**src/rtl/core/pre_pkg.sv**
```systemverilog
package pre_pkg;

    // build-time defaults
    localparam int MAX_FRAMES_DEF     = 64;
    localparam int PAGE_SHIFT_DEF     = 13;
    localparam int REF_COUNT_BITS_DEF = 16;

    // fixed field widths
    localparam int PAGE_W    = 19;
    localparam int STAMP_W   = 32;
    localparam int ACC_W     = 40;
    localparam int CNT_W     = 32;
    localparam int NFR_W     = 7;
    localparam int POL_W     = 2;
    localparam int OP_W      = 2;
    localparam int VA_W      = 32;
    localparam int OUTC_W    = 2;
    localparam int FIDX_W    = 6;
    localparam int CFG_IDX_W = 1;
    localparam int CFG_DAT_W = 7;
    localparam int IN_DATA_W  = 40;
    localparam int OUT_DATA_W = 136;

    // register indexes
    localparam logic [CFG_IDX_W-1:0] CFG_NUM_FRAMES = 1'd0;
    localparam logic [CFG_IDX_W-1:0] CFG_POLICY     = 1'd1;

    // policies
    localparam logic [POL_W-1:0] POL_CLOCK = 2'd0;
    localparam logic [POL_W-1:0] POL_LRU   = 2'd1;
    localparam logic [POL_W-1:0] POL_NFU   = 2'd2;

    // access kinds
    localparam logic [OP_W-1:0] OP_READ   = 2'd0;
    localparam logic [OP_W-1:0] OP_STORE  = 2'd1;
    localparam logic [OP_W-1:0] OP_MODIFY = 2'd2;

    // outcomes
    localparam logic [OUTC_W-1:0] OUTC_HIT   = 2'd0;
    localparam logic [OUTC_W-1:0] OUTC_FREE  = 2'd1;
    localparam logic [OUTC_W-1:0] OUTC_CLEAN = 2'd2;
    localparam logic [OUTC_W-1:0] OUTC_DIRTY = 2'd3;

    typedef enum logic [8:0] {
        S_IDLE   = 9'b000000001,
        S_LOOK   = 9'b000000010,
        S_CHOOSE = 9'b000000100,
        S_SCAN   = 9'b000001000,
        S_MOD    = 9'b000010000,
        S_CRD    = 9'b000100000,
        S_CEV    = 9'b001000000,
        S_WRITE  = 9'b010000000,
        S_OUT    = 9'b100000000
    } t_state;

    typedef struct packed {
        logic load;
        logic look;
        logic choose;
        logic scan;
        logic modr;
        logic crd;
        logic cev;
        logic wr;
        logic out;
    } t_cmd;

    typedef struct packed {
        logic hit_now;
        logic look_miss;
        logic room;
        logic scan_done;
        logic mod_done;
        logic ref_nz;
        logic out_free;
    } t_status;

endpackage

```
**src/rtl/core/pre_ctrl.sv**
```systemverilog
module pre_ctrl import pre_pkg::*; (
    input  logic             i_clk,
    input  logic             i_rst_n,
    input  logic             i_in_valid,
    output logic             o_in_ready,
    input  logic [POL_W-1:0] i_policy,
    input  t_status          i_st,
    output t_cmd             o_cmd
);
    t_state r_state, n_state;

    // next state
    always_comb begin
        n_state = r_state;
        case (r_state)
            S_IDLE:   if (i_in_valid) n_state = S_LOOK;
            S_LOOK: begin
                if (i_st.hit_now) n_state = S_WRITE;
                else if (i_st.look_miss) n_state = S_CHOOSE;
            end
            S_CHOOSE: begin
                if (i_st.room) n_state = S_WRITE;
                else if (i_policy == POL_LRU || i_policy == POL_NFU) n_state = S_SCAN;
                else n_state = S_MOD;
            end
            S_SCAN:   if (i_st.scan_done) n_state = S_WRITE;
            S_MOD:    if (i_st.mod_done) n_state = S_CRD;
            S_CRD:    n_state = S_CEV;
            S_CEV:    n_state = i_st.ref_nz ? S_CRD : S_WRITE;
            S_WRITE:  n_state = S_OUT;
            S_OUT:    if (i_st.out_free) n_state = S_IDLE;
            default:  n_state = S_IDLE;
        endcase
    end

    always_ff @(posedge i_clk) begin
        if (!i_rst_n) begin
            r_state <= S_IDLE;
        end else begin
            r_state <= n_state;
        end
    end

    // commands to the datapath
    always_comb begin
        o_cmd        = '0;
        o_cmd.load   = (r_state == S_IDLE) && i_in_valid;
        o_cmd.look   = (r_state == S_LOOK);
        o_cmd.choose = (r_state == S_CHOOSE);
        o_cmd.scan   = (r_state == S_SCAN);
        o_cmd.modr   = (r_state == S_MOD);
        o_cmd.crd    = (r_state == S_CRD);
        o_cmd.cev    = (r_state == S_CEV);
        o_cmd.wr     = (r_state == S_WRITE);
        o_cmd.out    = (r_state == S_OUT) && i_st.out_free;
    end

    assign o_in_ready = (r_state == S_IDLE);
endmodule

```
**config.mk**
```make
export PLATFORM = sky130hd
export DESIGN_NAME = pre_ctrl
export DESIGN_NICKNAME = d
export VERILOG_FILES = /design/src/rtl/core/pre_pkg.sv /design/src/rtl/core/pre_ctrl.sv
export SDC_FILE = /design/constraint.sdc
export NUM_CORES = 1
export LEC_CHECK = 0
export CORE_MARGIN = 8
export CORE_UTILIZATION = 55
export CTS_BUF_LIST = sky130_fd_sc_hd__clkbuf_16
export CTS_CLUSTER_SIZE = 20
export DETAILED_ROUTE_END_ITERATION = 10
export DONT_BUFFER_PORTS = 1
export PLACE_DENSITY = 0.69
export SLEW_MARGIN = 0
export SYNTH_ARGS = -nofsm -noshare
export SYNTH_HDL_FRONTEND = slang
export SYNTH_SLANG_ARGS = --single-unit
```
**constraint.sdc**
```tcl
create_clock -name i_clk -period 2.65 [get_ports i_clk]
set_input_delay 0.265 -clock i_clk [delete_from_list [all_inputs] [get_ports i_clk]]
set_output_delay 0.265 -clock i_clk [all_outputs]
set_load 0.005 [all_outputs]
```
Word-level counts from Yosys, hierarchy flattened --
Cells that the tools add are included.
Storage, ports and cells: input port bits 12, output and inout bits 10, bits in registers 9
Operators by class: reductions and logical operators 4, multiplexer cells 10, eq/ne operators 16
Operators by type and width (number):
- case mux 9 bit (9 select lines) | 1
- two-way mux 9 bit | 6
- two-way mux 8 bit | 2
- == test 9 x 1 -> 1 bit, second input constant | 1
- == test 9 x 2 -> 1 bit, second input constant | 1
- == test 9 x 3 -> 1 bit, second input constant | 1
- == test 9 x 4 -> 1 bit, second input constant | 1
- == test 9 x 5 -> 1 bit, second input constant | 1
- == test 9 x 6 -> 1 bit, second input constant | 1
- == test 9 x 7 -> 1 bit, second input constant | 1
- == test 9 x 8 -> 1 bit, second input constant | 1
- == test 9 bit, second input constant | 1
- inequality test 2 bit, second input constant | 4
- two-way mux 5 bit | 1
- AND reduction 5 bit | 1
- inequality test 3 bit, second input constant | 1
- == test 2 x 1 -> 1 bit, second input constant | 1
- == test 2 bit, second input constant | 1
- logical AND 1 bit | 2
- logical OR 1 bit | 1

Longest topological paths before layout --
Gate-level depths: netlist (run 1).
depth in word-level cells 5, mapped depth 6, mapped depth without buffers 4

Worst setup path before layout (run 1) --
OpenSTA, ideal clock, no wires.
path type flip-flop to flip-flop, start point reg r_state[5], end point reg r_state[0], data arrival time 1.644 ns, clock period less this slack 1.765 ns, setup slack 0.885 ns, cell stages (with the launch flop) 6, data required time 2.530 ns, path buffers 1, library setup time 0.120 ns, path through dfxtp_1 buf_6 or4_4 or4_4 nand4_2 o31ai_1
On the way: word-level cells in the longest chain between the ends 3
Ends and longest elaborated chain:
- start, declared | line pre_ctrl.sv:10 | t_state r_state, n_state;
- start signal, assigned | line pre_ctrl.sv:40 | r_state <= n_state;
- == test 9 x 2 -> 1 bit, or another cell as far along | line pre_ctrl.sv:15 | case (r_state)
- inequality test 3 bit (no line) or inequality test 2 bit (tied branches)
- AND reduction 5 bit (no line)
Several ways; a longest one is shown, not always the timed one. A chain may end at the register's enable or synchronous reset.

==> results.yml, run 1 <==
synth:
  mappedNetlistArea_sq_um: 732
  ys.warnings.count: 0
  synth_edf_count: 0
  avgSynthCellArea_sq_um: 8.32
  syn-num-nets: 100
  ys_seq_elements: 9
  yosys.area.top_type_share_pct: 24.6
  synthCells: 88
  synth_most_common_cell: "dfxtp_1"
  synth_cell_types: 43
  yosys.area.top_type: "dfxtp_1"
  synth-main-ff-cell: "dfxtp_1"
  yosys-top-cells-count: "9 x dfxtp_1, 7 x nor2_1, 5 x nor3_1, 5 x nor4_1"
  ys_seq_area_share_pct: 24.6
  synth_area_leaders: "dfxtp_1 25%, nor4b_1 4.8%, nor4_1 4.3%"
  synthArstFlopShare_pct: 0
clock_network:
  post_cts_buffers: 0
  clockBufferDepth: 2
  cts_resized: 0
  cts_made_buffers: 3
  h-tree-depth: 1
  cts.sinks: 9
  clk_latency_ns: 0.24
  hold_buffers: 0
  ctsRootBufferMaster: "clkbuf_16"
  tritoncts: "done"
  clk_pin_slew_ns: 0.04
power_and_ir_drop:
  power_frac_seq_pct: 31.9
  comb_power_share_pct: 10.7
  p_int_w: 0.000360
  irDropWorstVdd_uv: 352
  power.share.switching_pct: 23.6
  powerDensity_mw_per_mm2: 619
  total_power_w: 0.000472
  clock_power_share_pct: 57.4
  net-switching-power_w: 0.000112
  p_leak_nw: 0.290
final_layout:
  fin_area_sq_um: 762
  area_growth_pct: 4.10
  diodes: 0
  largest_reg_flops: 9
  drive_gt1_share_pct: 10.8
  final_cell_count_no_fill: 98
  post-route-util_pct: 60.1
  reg_top3: "r_state (9)"
  fin_nets: 96
  largest-register: "r_state"
sta:
  fin_crit_ns: 2.18
  tightest_slew_ns: 0.555
  setup_tns_ns: 0
  finalMaxSlewViolations: 0
  clock_skew_ns: 0.00354
  post-route-period-util_pct: 82.2
  fmax_mhz: 459
  hold_viol: 0
  rsz0062_at_grt: "no"
  setup_viol: 0
  relSlewSlack_pct: 62.7
min_path:
  min_path_type: "input pin to flip-flop"
placed_design:
  port_buffers: 0
  post-dp-hpwl_microns: 1360
  place_congestion: 0.858
  place_area_sq_um: 683
  dp.cells: 94
route:
  dr.first_iter.drc_count: 14
  drt_wl_total_microns: 1910
  dr.pass1.iters: 4
  routedWlPerCell_microns: 19.5
  avgViaCountPerCell: 6.99
  postRouteAntennaNets: 0
  drcViolationCount: 0
  via_count: 685
floorplan:
  start_util_pct: 57.7
  die_x_microns: 52.5
  rows: 13
  dieArea_sq_mm: 0.00275
  ios: 22
  placeableCoreArea_sq_mm: 0.00127
  die_h_microns: 52.5
critical_path:
  critPathKind: "flip-flop to output port"
  worstPathMaxFanout: 11
  worstPathArrival_ns: 1.91
  crit_path_end_kind: "output port"
  start_kind: "flip-flop"
  required_ns: 2.38
global_route:
  grt_pass1_wl_microns: 3080
  grt_overflow: 0
  grt_max_degree: 12
  grt_pass1_vias: 683
  grt_use_total_pct: 14.6
  antenna_found_initial: 0
flow_run:
  maxCapViolCount: 0
status:
  status: "finished, final reports clean"
==> cells in the final DEF, fill, tap and decap left out <==
master / n
or3_2: 1
nor3_1: 5
nand3_1: 2
a21boi_1: 1
nand4bb_1: 1
inv_1: 5
nor4b_2: 1
nand4_1: 1
o211a_1: 1
o211ai_1: 1
nor2b_1: 1
or2b_2: 1
or2b_1: 1
nor4_1: 5
and4_1: 2
o21ai_0: 2
nand3b_1: 1
nand2_1: 2
o31ai_1: 1
nor4b_1: 4
a21oi_1: 1
or3_1: 1
o21a_1: 1
clkbuf_16: 3
a32oi_1: 1
a311oi_1: 1
dfxtp_1: 9
nor2_1: 7
or4_4: 2
nand4_2: 1
a21o_1: 1
o41a_1: 1
nand2b_1: 3
nand4b_1: 2
o41ai_1: 1
xor2_1: 2
a21boi_0: 2
and3_1: 3
a2111oi_0: 1
xnor2_1: 1
==> final timing paths <==
path | cells after the start | startpoint | slack [ns] | end
max reg2reg | 4 | r_state[4] | 0.72 | r_state[5]
max | 4 | r_state[6] | 0.47 | o_cmd[1]
min | 1 | i_st[6] | 0.10 | r_state[2]
min reg2reg | 2 | r_state[5] | 0.62 | r_state[6]
==> through the flow <==
stage | hold WS (ns) | worst slack (ns)
floorplan | 0.343 | 0.885
global placement | 0.346 | 0.779
detailed placement | 0.350 | 0.744
CTS | 0.103 | 0.482
global route | 0.116 | 0.291
finish | 0.102 | 0.473
==> power groups by stage <==
stage	Clock, W	Sequential [W]	Combinational [W]
4_1_cts	0.000272	0.000151	0.0000503
5_1_grt	0.000278	0.000153	0.0000567
6_report	0.000271	0.000151	0.0000506
3_5_place_dp	0	0.000153	0.0000496
3_3_place_gp	0	0.000152	0.0000491
2_1_floorplan	0	0.000143	0.0000538
==> routing by layer <==
metal	up-vias	GRT usage [%]	wire, microns
met5	-	0	0
met4	0	6.47	18
met3	2	5.97	179
met2	29	23.9	927
met1	331	16.1	787
li1	323	-	-
==> layout make-up <==
class	instances	area, sq um
tap	15	18.8
fill	119	507
multi-input combinational	66	469
inverter	4	15.0
clock buffer	3	75.1
clock inverter	1	3.75
sequential	9	180
==> worst max-delay path: stages, from the launching register on <==
cell	delay, ns
dfxtp_1	0.40
or3_1	0.52
nor4_1	0.47
nand3_1	0.18
inv_1	0.11
==> logic make-up after synthesis <==
kind of cell    Yosys count  synth area share [%]
compound gates           16                  16.9
xor+xnor                  3                  3.59
buf+inv                  13                  11.3
flops                     9                  24.6
simple gates             47                  43.6
(Power assumes the default switching activity.)
==> inputs of run 2 (changes only) <==
--- a/config.mk
+++ b/config.mk
@@ -6,12 +6,12 @@
 export NUM_CORES = 1
 export LEC_CHECK = 0
 export CORE_MARGIN = 8
-export CORE_UTILIZATION = 55
+export CORE_UTILIZATION = 54
 export CTS_BUF_LIST = sky130_fd_sc_hd__clkbuf_16
 export CTS_CLUSTER_SIZE = 20
 export DETAILED_ROUTE_END_ITERATION = 10
 export DONT_BUFFER_PORTS = 1
-export PLACE_DENSITY = 0.69
+export PLACE_DENSITY = 0.71
 export SLEW_MARGIN = 0
 export SYNTH_ARGS = -nofsm -noshare
 export SYNTH_HDL_FRONTEND = slang
==> constraint.sdc (replaced) <==
create_clock -name i_clk -period 1.75 [get_ports i_clk]
set_input_delay 0.175 -clock i_clk [delete_from_list [all_inputs] [get_ports i_clk]]
set_output_delay 0.175 -clock i_clk [all_outputs]
set_load 0.005 [all_outputs]
==> results.yml, run 2 (synthesized netlist as in run 1, its figures left out) <==
final_layout:
  seq_area_sq_um: 180
  largest-register: "r_state"
  largest_reg_flops: 9
  fillCellCount: 90
  area_growth_pct: 36.9
  drive_gt1_share_pct: 37.6
  diodes: 0
  layout_common_cells: "17 x buf_4, 9 x dfxtp_1, 6 x nor2_1, 5 x inv_1, 4 x nor4b_1"
  reg_top3: "r_state (9)"
  final_common_cell: "buf_4"
  multi_input_area_sq_um: 571
  fin_nets: 114
sta:
  relSlewSlack_pct: 59.5
  fin_crit_ns: 1.83
  post-route-period-util_pct: 105
  fmax_mhz: 545
  clock_skew_ns: 0.000510
  setup_tns_ns: -0.281
  finalWorstSetupSlack_ns: -0.0847
  hold_viol: 0
  tightest_slew_ns: 0.600
  setup_viol: 8
  finalMaxSlewViolations: 0
  rsz0062_at_grt: "yes"
clock_network:
  cts_made_buffers: 3
  clk_pin_slew_ns: 0.04
  clockBufferDepth: 2
  tritoncts: "done"
  cts.sinks: 9
  clk_latency_ns: 0.24
  ctsRootBufferMaster: "clkbuf_16"
  h-tree-depth: 1
  hold_buffers: 0
floorplan:
  die_h_microns: 52.8
  start_util_pct: 57.0
  ios: 22
  placeableCoreArea_sq_mm: 0.00128
  rows: 13
  die_x_microns: 52.8
  dieArea_sq_mm: 0.00279
status:
  status: "complete, but fails checks"
  violations: "negative setup slack"
min_path:
  min_path_type: "input pin to flip-flop"
  hold_start: "i_st[6]"
route:
  dr.pass1.iters: 4
  routedWlPerCell_microns: 21.7
  drt_wl_total_microns: 2520
  via_count: 814
  avgViaCountPerCell: 7.02
  postRouteAntennaNets: 0
  drcViolationCount: 0
  dr.first_iter.drc_count: 33
global_route:
  grt_pass1_vias: 839
  grt_pass1_wl_microns: 4030
  grt_use_total_pct: 19.2
  grt_overflow: 0
  grt_max_degree: 11
  antenna_found_initial: 0
power_and_ir_drop:
  powerDensity_mw_per_mm2: 765
  p_leak_nw: 0.410
  p_int_w: 0.000574
  irDropWorstVdd_uv: 777
  net-switching-power_w: 0.000192
  power_frac_seq_pct: 28.5
  comb_power_share_pct: 18.7
  clock_power_share_pct: 52.8
  power.share.switching_pct: 25.1
critical_path:
  worstPathMaxFanout: 6
  rr_worst_depth: 4
  required_ns: 1.57
  start_kind: "flip-flop"
  max_stage_delay_ns: 0.55
  crit_slowest_cell: "nor4b_1"
  timing.rr.start: "r_state[4]"
  critPathKind: "flip-flop to output port"
  timing.rr.end: "r_state[6]"
  startpoint: "r_state[3]"
  cp-endpoint: "o_cmd[7]"
  worstPathCellList: "buf_4 -> nor4b_1 -> nand2_1 -> inv_1"
  crit_path_end_kind: "output port"
  r2r_slack_ns: -0.02
  worstPathArrival_ns: 1.66
placed_design:
  pre_cts_ws_ns: 0.000947
  place_congestion: 0.878
  post-dp-hpwl_microns: 1610
  port_buffers: 0
flow_run:
  maxCapViolCount: 0
==> run 2: changes by cell type in the layout (fill, tap and decap cells not counted), sizes merged <==
cell | previous run | this run
buf | 0 | 18
==> run 2: power by group through the flow <==
stage,clock [W],sequential [W],combinational [W]
global route,0.000424,0.000218,0.000154
CTS,0.000400,0.000217,0.000123
finish,0.000405,0.000218,0.000143
global placement,0,0.000219,0.000104
detailed placement,0,0.000220,0.000107
floorplan,0,0.000217,0.0000824
==> run 2: what timing repair did <==
| action | in CTS | in global routing |
|---|---|---|
| endpoints found under the setup margin | 12 | 17 |
| gates resized for setup | 10 | 8 |
| hold endpoints to repair | 0 | 0 |
| buffers inserted | 3 | 1 |
| pin swaps | 3 | 7 |
==> run 2: worst min path at each step <==
stage | to | slack (ns) | cells past startpoint
finish | r_state[2] | 0.006 | 1
floorplan | r_state[2] | 0.25 | 1
detailed placement | r_state[2] | 0.26 | 1
CTS | r_state[2] | 0.01 | 1
global placement | r_state[2] | 0.26 | 1
global route | r_state[2] | 0.001 | 1
==> run 2: worst max-delay path: cells and delay by family (launching register included) <==
| family | cells | cell delay [ns] |
|---|---|---|
| buffers and inverters | 2 | 0.30 |
| DFF | 1 | 0.37 |
| and+or+nand+nor | 2 | 0.75 |
==> run 2: per-layer routing <==
| layer | track usage, % | routed length (microns) |
|---|---|---|
| met1 | 21.7 | 1010 |
| met2 | 29.5 | 1190 |
| met3 | 7.10 | 252 |
| met4 | 12.1 | 70 |
| met5 | 0 | 0 |
==> run 2: per-stage QoR <==
stage	cells	util (%)	total power [W]	area [sq um]	hold WS, ns
global route	116	78.0	0.000796	1000	0.00121
detailed placement	108	62.0	0.000327	797	0.256
floorplan	88	-	0.000300	744	0.253
CTS	115	74.0	0.000741	951	0.0141
global placement	108	62.0	0.000324	797	0.256
finish	116	78.0	0.000766	1000	0.00611
==> run 2: final cells by class <==
type / instances / area share, %
multi-input cells: 66 / 56.9
flip-flops and latches: 9 / 18.0
repair buffers: 18 / 13.9
clock buffers: 3 / 7.49
well taps: 15 / 1.87
inverters: 4 / 1.50
clock inverters: 1 / 0.375
